--- config.mk ---
export PLATFORM = sky130hd
export DESIGN_NAME = pollard_rho_factor_finder
export DESIGN_NICKNAME = d
export VERILOG_FILES = /design/src/design/prho_pkg.sv /design/src/design/pollard_rho_factor_finder.sv
export SDC_FILE = /design/constraint.sdc
export NUM_CORES = 2
export LEC_CHECK = 0
export ABC_AREA = 1
export BUFFER_PORTS_ARGS = -buffer_cell sky130_fd_sc_hd__buf_2
export CAP_MARGIN = 0
export CORE_ASPECT_RATIO = 0.6
export CORE_MARGIN = 10
export CORE_UTILIZATION = 48
export CTS_CLUSTER_SIZE = 40
export DETAILED_ROUTE_END_ITERATION = 12
export PLACE_DENSITY_LB_ADDON = 0.3
export SYNTH_ARGS = -nofsm -noshare
export SYNTH_HDL_FRONTEND = slang
export SYNTH_SLANG_ARGS = --single-unit
--- constraint.sdc ---
create_clock -name clock -period 16.9 [get_ports clock]
set_input_delay 2.535 -clock clock [delete_from_list [all_inputs] [get_ports clock]]
set_output_delay 2.535 -clock clock [all_outputs]
set_load 0.1 [all_outputs]
--- src/design/prho_pkg.sv ---
// ----------------------------------------------------------------------------
// prho_pkg
// Types, codes and constants of the Pollard rho divisor finder.
// ----------------------------------------------------------------------------
package prho_pkg;

   localparam int WIDTH_DEF = 32;
   localparam int FIELD_W   = 32;
   localparam int STATUS_W  = 2;
   localparam int ADDR_W    = 3;

   localparam logic [FIELD_W-1:0] START_RESET = 32'd1;
   localparam logic [FIELD_W-1:0] INCR_RESET  = 32'd5;

   localparam logic [STATUS_W-1:0] STATUS_FOUND   = 2'd0;
   localparam logic [STATUS_W-1:0] STATUS_FAILED  = 2'd1;
   localparam logic [STATUS_W-1:0] STATUS_INVALID = 2'd2;

   // register select, taken from paddr[2]
   localparam logic REG_START_VALUE = 1'b0;
   localparam logic REG_INCREMENT   = 1'b1;

   typedef enum logic [2:0] {
      ST_IDLE,
      ST_MUL,
      ST_ADD,
      ST_SQ_DIV,
      ST_DIFF,
      ST_GCD_CHK,
      ST_GCD_DIV,
      ST_FINISH
   } state_type;

   typedef enum logic [1:0] {
      STEP_TORT,
      STEP_HARE1,
      STEP_HARE2
   } step_type;

endpackage

--- src/design/pollard_rho_factor_finder.sv ---
// ----------------------------------------------------------------------------
// pollard_rho_factor_finder
// Pollard rho divisor search with Floyd cycle detection, one shared
// restoring remainder unit under a small sequencer.
// ----------------------------------------------------------------------------
//
//  channel   direction  handshake            payload
//  req       in         req_valid/req_stall  req_number
//  rsp       out        rsp_valid/rsp_stall  rsp_divisor, rsp_status
//  apb       in/out     psel/penable/pready  paddr, pwrite, pwdata, prdata
//
// Sequence: a number below two goes straight to the finish state, then the
//   result register loads. Otherwise each rho round runs three squarings, each
//   a multiply, an add of the increment and a reduction mod n, then the
//   difference and a loop of gcd checks and Euclid remainders; reductions take
//   one quotient bit a cycle in the restoring remainder unit. The finish state ends every search.
// Reset: synchronous, active high; sequencer idle, result register empty,
//   start_value back to 1 and increment back to 5.
// Stalls: req_stall is high from acceptance until the result is loaded into
//   the output register; a held result does not block the next transaction.
// ----------------------------------------------------------------------------
module pollard_rho_factor_finder #(
   parameter int WIDTH = prho_pkg::WIDTH_DEF
) (
   input  logic                             clock,
   input  logic                             reset,
   // request channel
   input  logic                             req_valid,
   output logic                             req_stall,
   input  logic [prho_pkg::FIELD_W-1:0]     req_number,
   // response channel
   output logic                             rsp_valid,
   input  logic                             rsp_stall,
   output logic [prho_pkg::FIELD_W-1:0]     rsp_divisor,
   output logic [prho_pkg::STATUS_W-1:0]    rsp_status,
   // register port
   input  logic                             psel,
   input  logic                             penable,
   input  logic                             pwrite,
   input  logic [prho_pkg::ADDR_W-1:0]      paddr,
   input  logic [prho_pkg::FIELD_W-1:0]     pwdata,
   output logic [prho_pkg::FIELD_W-1:0]     prdata,
   output logic                             pready
);
   import prho_pkg::*;

   localparam int PROD_W = 2 * WIDTH;
   localparam int CNT_W  = $clog2(PROD_W + 1);
   localparam logic [CNT_W-1:0] SQ_STEPS  = CNT_W'(PROD_W);
   localparam logic [CNT_W-1:0] GCD_STEPS = CNT_W'(WIDTH);

   // sequencer and datapath registers
   state_type               state_ff,  state_in;
   step_type                step_ff,   step_in;
   logic [WIDTH-1:0]        start_ff,  start_in;
   logic [WIDTH-1:0]        incr_ff,   incr_in;
   logic [WIDTH-1:0]        n_ff,      n_in;
   logic [WIDTH-1:0]        tort_ff,   tort_in;
   logic [WIDTH-1:0]        hare_ff,   hare_in;
   logic [WIDTH-1:0]        larger_ff, larger_in;
   logic [WIDTH-1:0]        smaller_ff, smaller_in;
   logic [PROD_W-1:0]       dividend_ff, dividend_in;
   logic [WIDTH-1:0]        rem_ff,    rem_in;
   logic [CNT_W-1:0]        count_ff,  count_in;
   logic [WIDTH-1:0]        res_div_ff, res_div_in;
   logic [STATUS_W-1:0]     res_status_ff, res_status_in;
   logic                    rsp_valid_ff, rsp_valid_in;
   logic [FIELD_W-1:0]      rsp_divisor_ff, rsp_divisor_in;
   logic [STATUS_W-1:0]     rsp_status_ff, rsp_status_in;

   // combinational helpers
   logic                    req_accept;
   logic                    rsp_free;
   logic                    cfg_write;
   logic [WIDTH-1:0]        n_req;
   logic                    n_small;
   logic [WIDTH-1:0]        operand;
   logic [PROD_W-1:0]       square;
   logic [WIDTH-1:0]        diff;
   logic [WIDTH-1:0]        den;
   logic [WIDTH:0]          trial;
   logic [WIDTH:0]          trial_sub;
   logic [WIDTH-1:0]        rem_step;
   logic                    last_step;

   assign req_stall  = (state_ff != ST_IDLE);
   assign req_accept = req_valid && !req_stall;
   assign rsp_free   = !rsp_valid_ff || !rsp_stall;
   assign cfg_write  = psel && penable && pwrite;

   assign n_req   = req_number[WIDTH-1:0];
   assign n_small = (n_req < WIDTH'(2));

   // squaring operand: tortoise on its step, hare on both of its steps
   assign operand = (step_ff == STEP_TORT) ? tort_ff : hare_ff;
   assign square  = PROD_W'(operand) * PROD_W'(operand);
   assign diff    = (tort_ff >= hare_ff) ? (tort_ff - hare_ff) : (hare_ff - tort_ff);

   // shared restoring remainder step: one dividend bit per cycle
   assign den       = (state_ff == ST_GCD_DIV) ? smaller_ff : n_ff;
   assign trial     = {rem_ff, dividend_ff[PROD_W-1]};
   assign trial_sub = trial - {1'b0, den};
   assign rem_step  = (trial >= {1'b0, den}) ? trial_sub[WIDTH-1:0] : trial[WIDTH-1:0];
   assign last_step = (count_ff == CNT_W'(1));

   // next state
   always_comb begin
      state_in = state_ff;
      case (state_ff)
         ST_IDLE: begin
            if (req_accept) begin
               state_in = n_small ? ST_FINISH : ST_MUL;
            end
         end
         ST_MUL:    state_in = ST_ADD;
         ST_ADD:    state_in = ST_SQ_DIV;
         ST_SQ_DIV: begin
            if (last_step) begin
               state_in = (step_ff == STEP_HARE2) ? ST_DIFF : ST_MUL;
            end
         end
         ST_DIFF:   state_in = ST_GCD_CHK;
         ST_GCD_CHK: begin
            if (smaller_ff == '0) begin
               // gcd of one means another round
               state_in = (larger_ff == WIDTH'(1)) ? ST_MUL : ST_FINISH;
            end else begin
               state_in = ST_GCD_DIV;
            end
         end
         ST_GCD_DIV: begin
            if (last_step) begin
               state_in = ST_GCD_CHK;
            end
         end
         ST_FINISH: begin
            if (rsp_free) begin
               state_in = ST_IDLE;
            end
         end
         default:   state_in = ST_IDLE;
      endcase
   end

   // datapath and outputs
   always_comb begin
      step_in        = step_ff;
      n_in           = n_ff;
      tort_in        = tort_ff;
      hare_in        = hare_ff;
      larger_in      = larger_ff;
      smaller_in     = smaller_ff;
      dividend_in    = dividend_ff;
      rem_in         = rem_ff;
      count_in       = count_ff;
      res_div_in     = res_div_ff;
      res_status_in  = res_status_ff;
      rsp_divisor_in = rsp_divisor_ff;
      rsp_status_in  = rsp_status_ff;
      rsp_valid_in   = rsp_valid_ff && rsp_stall;

      case (state_ff)
         ST_IDLE: begin
            if (req_accept) begin
               n_in    = n_req;
               tort_in = start_ff;
               hare_in = start_ff;
               step_in = STEP_TORT;
               if (n_small) begin
                  res_div_in    = '0;
                  res_status_in = STATUS_INVALID;
               end
            end
         end
         ST_MUL: begin
            dividend_in = square;
         end
         ST_ADD: begin
            dividend_in = dividend_ff + PROD_W'(incr_ff);
            rem_in      = '0;
            count_in    = SQ_STEPS;
         end
         ST_SQ_DIV: begin
            dividend_in = dividend_ff << 1;
            rem_in      = rem_step;
            count_in    = count_ff - CNT_W'(1);
            if (last_step) begin
               case (step_ff)
                  STEP_TORT: begin
                     tort_in = rem_step;
                     step_in = STEP_HARE1;
                  end
                  STEP_HARE1: begin
                     hare_in = rem_step;
                     step_in = STEP_HARE2;
                  end
                  default: begin
                     hare_in = rem_step;
                  end
               endcase
            end
         end
         ST_DIFF: begin
            larger_in  = n_ff;
            smaller_in = diff;
         end
         ST_GCD_CHK: begin
            if (smaller_ff == '0) begin
               if (larger_ff == WIDTH'(1)) begin
                  step_in = STEP_TORT;
               end else if (larger_ff < n_ff) begin
                  res_div_in    = larger_ff;
                  res_status_in = STATUS_FOUND;
               end else begin
                  res_div_in    = '0;
                  res_status_in = STATUS_FAILED;
               end
            end else begin
               dividend_in = {larger_ff, WIDTH'(0)};
               rem_in      = '0;
               count_in    = GCD_STEPS;
            end
         end
         ST_GCD_DIV: begin
            dividend_in = dividend_ff << 1;
            rem_in      = rem_step;
            count_in    = count_ff - CNT_W'(1);
            if (last_step) begin
               larger_in  = smaller_ff;
               smaller_in = rem_step;
            end
         end
         ST_FINISH: begin
            if (rsp_free) begin
               rsp_valid_in   = 1'b1;
               rsp_divisor_in = FIELD_W'(res_div_ff);
               rsp_status_in  = res_status_ff;
            end
         end
         default: begin
            rsp_valid_in = rsp_valid_ff && rsp_stall;
         end
      endcase
   end

   // register port: decode on paddr[2] only
   always_comb begin
      start_in = start_ff;
      incr_in  = incr_ff;
      if (cfg_write) begin
         if (paddr[2] == REG_INCREMENT) begin
            incr_in = pwdata[WIDTH-1:0];
         end else begin
            start_in = pwdata[WIDTH-1:0];
         end
      end
   end

   assign prdata = (paddr[2] == REG_START_VALUE) ? FIELD_W'(start_ff) : FIELD_W'(incr_ff);
   assign pready = 1'b1;

   assign rsp_valid   = rsp_valid_ff;
   assign rsp_divisor = rsp_divisor_ff;
   assign rsp_status  = rsp_status_ff;

   always_ff @(posedge clock) begin
      if (reset) begin
         state_ff      <= ST_IDLE;
         step_ff       <= STEP_TORT;
         start_ff      <= START_RESET[WIDTH-1:0];
         incr_ff       <= INCR_RESET[WIDTH-1:0];
         tort_ff       <= '0;
         hare_ff       <= '0;
         larger_ff     <= '0;
         smaller_ff    <= '0;
         rsp_valid_ff  <= 1'b0;
      end else begin
         state_ff      <= state_in;
         step_ff       <= step_in;
         start_ff      <= start_in;
         incr_ff       <= incr_in;
         tort_ff       <= tort_in;
         hare_ff       <= hare_in;
         larger_ff     <= larger_in;
         smaller_ff    <= smaller_in;
         rsp_valid_ff  <= rsp_valid_in;
      end
   end

   // payload registers, no reset
   always_ff @(posedge clock) begin
      n_ff           <= n_in;
      dividend_ff    <= dividend_in;
      rem_ff         <= rem_in;
      count_ff       <= count_in;
      res_div_ff     <= res_div_in;
      res_status_ff  <= res_status_in;
      rsp_divisor_ff <= rsp_divisor_in;
      rsp_status_ff  <= rsp_status_in;
   end

endmodule

# Word level (Yosys, flattened, before mapping)
# Cells that the tools add are included.
# classes
magnitude_cmp,4
reduce_logical,31
bitwise,1
n_mux,51
n_eq_ne,23
mul,1
addsub,5
# op_table
cell,n
32-bit 2-to-1 mux,18
32-bit case mux with 2 select lines,5
64-bit case mux with 4 select lines,1
32-bit case mux with 3 select lines,1
32-bit subtractor,3
64-bit by 32-bit adder with 64-bit output,1
32-bit by 32-bit multiplier with 64-bit output,1
64-bit 2-to-1 mux,1
33-bit by 32-bit >= comparator with 1-bit output,1
"32-bit by 1-bit equality test with 1-bit output, second input constant",1
32-bit >= comparator,1
32-bit zero test,1
"32-bit by 2-bit less-than comparator with 1-bit output, second input constant",1
32-bit less-than comparator,1
3-bit 2-to-1 mux,8
3-bit case mux with 8 select lines,1
"2-bit inequality test, second input constant",11
7-bit case mux with 3 select lines,1
2-bit 2-to-1 mux,8
2-bit AND reduction,7
"3-bit equality test, second input constant",4
4-bit AND reduction,3
3-bit nonzero test,3
2-bit case mux with 2 select lines,2
21 further kinds,31
# word_totals
wordCells,133
ff_bits,401
out_inout_bits,69

# Depth between registers and ports, before layout
# depth
word_depth,7
ltp_mapped,36
ltp_nobuf,34

# Worst setup path after synthesis
# OpenSTA, ideal clock, no wires.
# synth_timing
kind,reg2reg
from,register step_ff[1]
to,register dividend_ff[46] (data pin)
period_less_slack_ns,7.547
t_arrival_ns,7.287
path_stages_with_launch,32
setup_ns,0.260
path_buffers,3
slack_ns,9.353
required_time_ns,16.640
cell_sequence,dfxtp_1 -> nor2_1 -> buf_2 -> o21ai_1 -> inv_1 -> clkbuf_1 -> buf_1 -> nor2_1 -> fa_1 -> inv_1 -> fa_1 -> inv_1 -> fa_1 -> inv_1 -> fa_1 -> inv_1 -> fa_1 -> fa_1 -> fa_1 -> fa_1 -> ha_1 -> nand2_1 -> nor2_1 -> inv_1 -> nor2_1 -> nand3_1 -> o21ai_0 -> nand3_1 -> nand2_1 -> nand2_1 -> nand3_1 -> nand3_1
# synth_via
elab_chain_cells,4
# synth_rtl
element,line_no,source
from (decl),pollard_rho_factor_finder.sv:54,"step_type step_ff, step_in;"
from (signal assigned),pollard_rho_factor_finder.sv:279,step_ff <= step_in;
2-bit zero test,pollard_rho_factor_finder.sv:95,assign operand = (step_ff == STEP_TORT) ? tort_ff : hare_ff;
32-bit 2-to-1 mux,pollard_rho_factor_finder.sv:95,
32-bit by 32-bit multiplier with 64-bit output,pollard_rho_factor_finder.sv:96,assign square = PROD_W'(operand) * PROD_W'(operand);
64-bit case mux with 4 select lines,pollard_rho_factor_finder.sv:162,case (state_ff)
named net dividend_in[46],pollard_rho_factor_finder.sv:62,"logic [PROD_W-1:0] dividend_ff, dividend_in;"
to (signal assigned),pollard_rho_factor_finder.sv:293,dividend_ff <= dividend_in;
to (decl),pollard_rho_factor_finder.sv:62,
# The timed path passes the listed nets, and every way through them passes these cells.
# A chain may end at the register's enable or synchronous reset.

# Worst setup path after layout
# layout_timing
from,register step_ff[1]
to,register dividend_ff[62] (data pin)
# The elaborated chain is that of the path after synthesis.

==> metrics <==
final hold vios=0; initial antenna violation count=12; chip height=291 µm; max-cap viol count=0; YS warnings=0; Max Fclk=94.1 MHz; Clock Tree Root=clkbuf_16; min Tclk post-route=10.62 ns; Mapped Nets=9,325; core area=0.121 mm²; EDFF count, synth=203; postcts setup bufs=0; Slew Viols, Final=0; Tcrit/Tclk final=0.629; Main synth FF type=edfxtp_1; crit path max fanout=38; drt wl/cell=22.8 µm; wire length of the first global-routing pass=329 mm; worst skew pair latency=0.62 ns; Cells after Synth=8,007; Worst Setup End Kind=flip-flop; Total GRT Usage=0.316; CTS tree=done; post-route antenna net violation count=0; remaining global-route overflow=0; Hold Crit Class=reg2reg; Worst Tran Pin Value=1.44 ns; DRT Pass-1 Iters=6; RSZ-0062 raised after global routing=no; Rel. slew slack=0.0397; most used cell, CP=fa_1; total clock buffers created by CTS=40; via count=53,600; # setup viols final=0; critical path's top delay family=adder cells; largest net degree at the start of global routing=89; Synth cell types=52; Ports=143; vias in the first global route=51,500; cell area after layout=0.0625 mm²; FF+latch count, synth=401; Seq/Total Area, Yosys=0.172; die area=0.137 mm²; Iter 0 DRT Violations=6,739; WL final=221 mm; HPWL Detailed=185 mm; vias per cell=5.53; number of gates resized after cts=0; Chip Width=471 µm; Site Rows=99; Async SR Flop Fraction=0; Setup TNS Final=0 ns; gpl congestion=1.03; max incr delay on CP=0.82 ns; Worst Path Class, Setup=reg2reg; TritonCTS Sinks=401; initial core utilization=0.482; H-Tree Level Count=2; Critical Path Source Type=flip-flop; Clock Path Buffers=3; Crit path arrival time=10.93 ns; Worst Path Buf+Inv=6; Post-DP Area=0.0612 mm²; Cell Area, Synth=0.0586 mm²; status=completed; clock transition at the registers of the reported paths=0.07 ns; syn_area_per_cell=7.31 µm²; # hold bufs at CTS=0; Layout area overhead=6.69%; layout cells sized above 1=0.0454; # fillers=11,900; clock skew=0.0645 ns; Worst Path Required=17.21 ns; fin nets=9,368; CP max-delay cell=clkinv_1; I/O Buffers=139; DRC viols=0
-- routing by layer --
| metal | GRT usage | share of wire | up-vias | wire length (µm) |
|---|---|---|---|---|
| li1 | - | - | 24600 | - |
| met1 | 0.472 | 0.44 | 26000 | 98000 |
| met2 | 0.434 | 0.39 | 2804 | 86600 |
| met3 | 0.112 | 0.14 | 250 | 31000 |
| met4 | 0.0690 | 0.024 | 6 | 5410 |
| met5 | 0 | 0.00016 | - | 35 |
-- worst register-to-register path: cells and delay by family (launching register included) --
kind	cells	cell delay, ns
AND/OR/NAND/NOR	12	2.64
XOR/XNOR	1	0.11
AO/OA/AOI/OAI	3	0.91
flip-flops	1	0.37
adder cells (fa/ha/maj)	9	4.14
buffers and inverters	6	2.15
-- area by class of cell --
class                   instances  area, µm²  share of cell area
repair buffers                230       1380              0.0221
multi-input cells            5545      40800               0.653
flip-flops and latches        401      10100               0.161
inverters                    1832       6880               0.110
well taps                    1616       2020              0.0324
diodes                          6       15.0            0.000240
clock inverters                24        260             0.00416
clock buffers                  47       1050              0.0168
-- state kept, by name, indices dropped and copies added, names as in the netlist --
register and count:
dividend_ff 64, smaller_ff 32, tort_ff 32, res_div_ff 32, res_status_ff 2, count_ff 7, hare_ff 32, rsp_valid 1
rem_ff 32, n_ff 32, step_ff 2, rsp_divisor 32, rsp_status 2, incr_ff 32, larger_ff 32, state_ff 3
start_ff 32
-- worst paths after layout --
check,slack (ns),end,start,cells past startpoint
worst max-delay path,6.28,dividend_ff[62],step_ff[1],31
worst max register to register,6.28,dividend_ff[62],step_ff[1],31
worst min-delay path,0.42,rsp_divisor[3],res_div_ff[3],0
worst min register to register,0.42,rsp_divisor[3],res_div_ff[3],0
-- cell families after synthesis --
group,Yosys count,synth area share
flops,401,0.172
other cells,1,0.0000640
xor+xnor,102,0.0153
fa+ha+maj,1244,0.368
compound gates,858,0.0805
buf+inv,2061,0.133
simple gates,3340,0.232
-- synthesized netlist by cell type, types with 76 or more instances --
cell type  instances  area share
inv_1           1805        0.12
nand2_1         1699        0.11
nor2_1           987       0.063
fa_1             796        0.27
nand3_1          465       0.040
ha_1             448       0.096
a21oi_1          426       0.036
o21ai_0          266       0.023
edfxtp_1         203        0.10
dfxtp_1          198       0.068
clkbuf_1         176       0.011
xor2_1            76       0.011
-- cell usage in the layout (no fill, tap or decap), drive strengths merged, types with 10 or more instances in the layout --
master	count
nor3	59
nand3b	23
o21ai	287
xor2	76
fa	796
o21bai	28
ha	448
nor4	29
inv	1822
xnor2	26
nand4	46
clkbuf	47
nand2	1702
o211ai	33
nor2	989
edfxtp	203
a211oi	31
a21oi	428
clkinv	27
buf	230
a31o	10
a21o	14
nand3	466
dfxtp	198
-- metrics by stage --
step,cells,setup slack (ns),utilization,hold WS [ns]
after floorplan,8007,9.35,-,0.400
after global placement,9624,6.60,0.504,0.405
after detailed placement,9624,6.53,0.504,0.405
after CTS,9695,6.43,0.515,0.420
after global routing,9695,5.83,0.515,0.426
final,9701,6.28,0.515,0.419
Power is not shown: default switching activity piles up to over one toggle a cycle in this logic, so the estimate is an artifact.
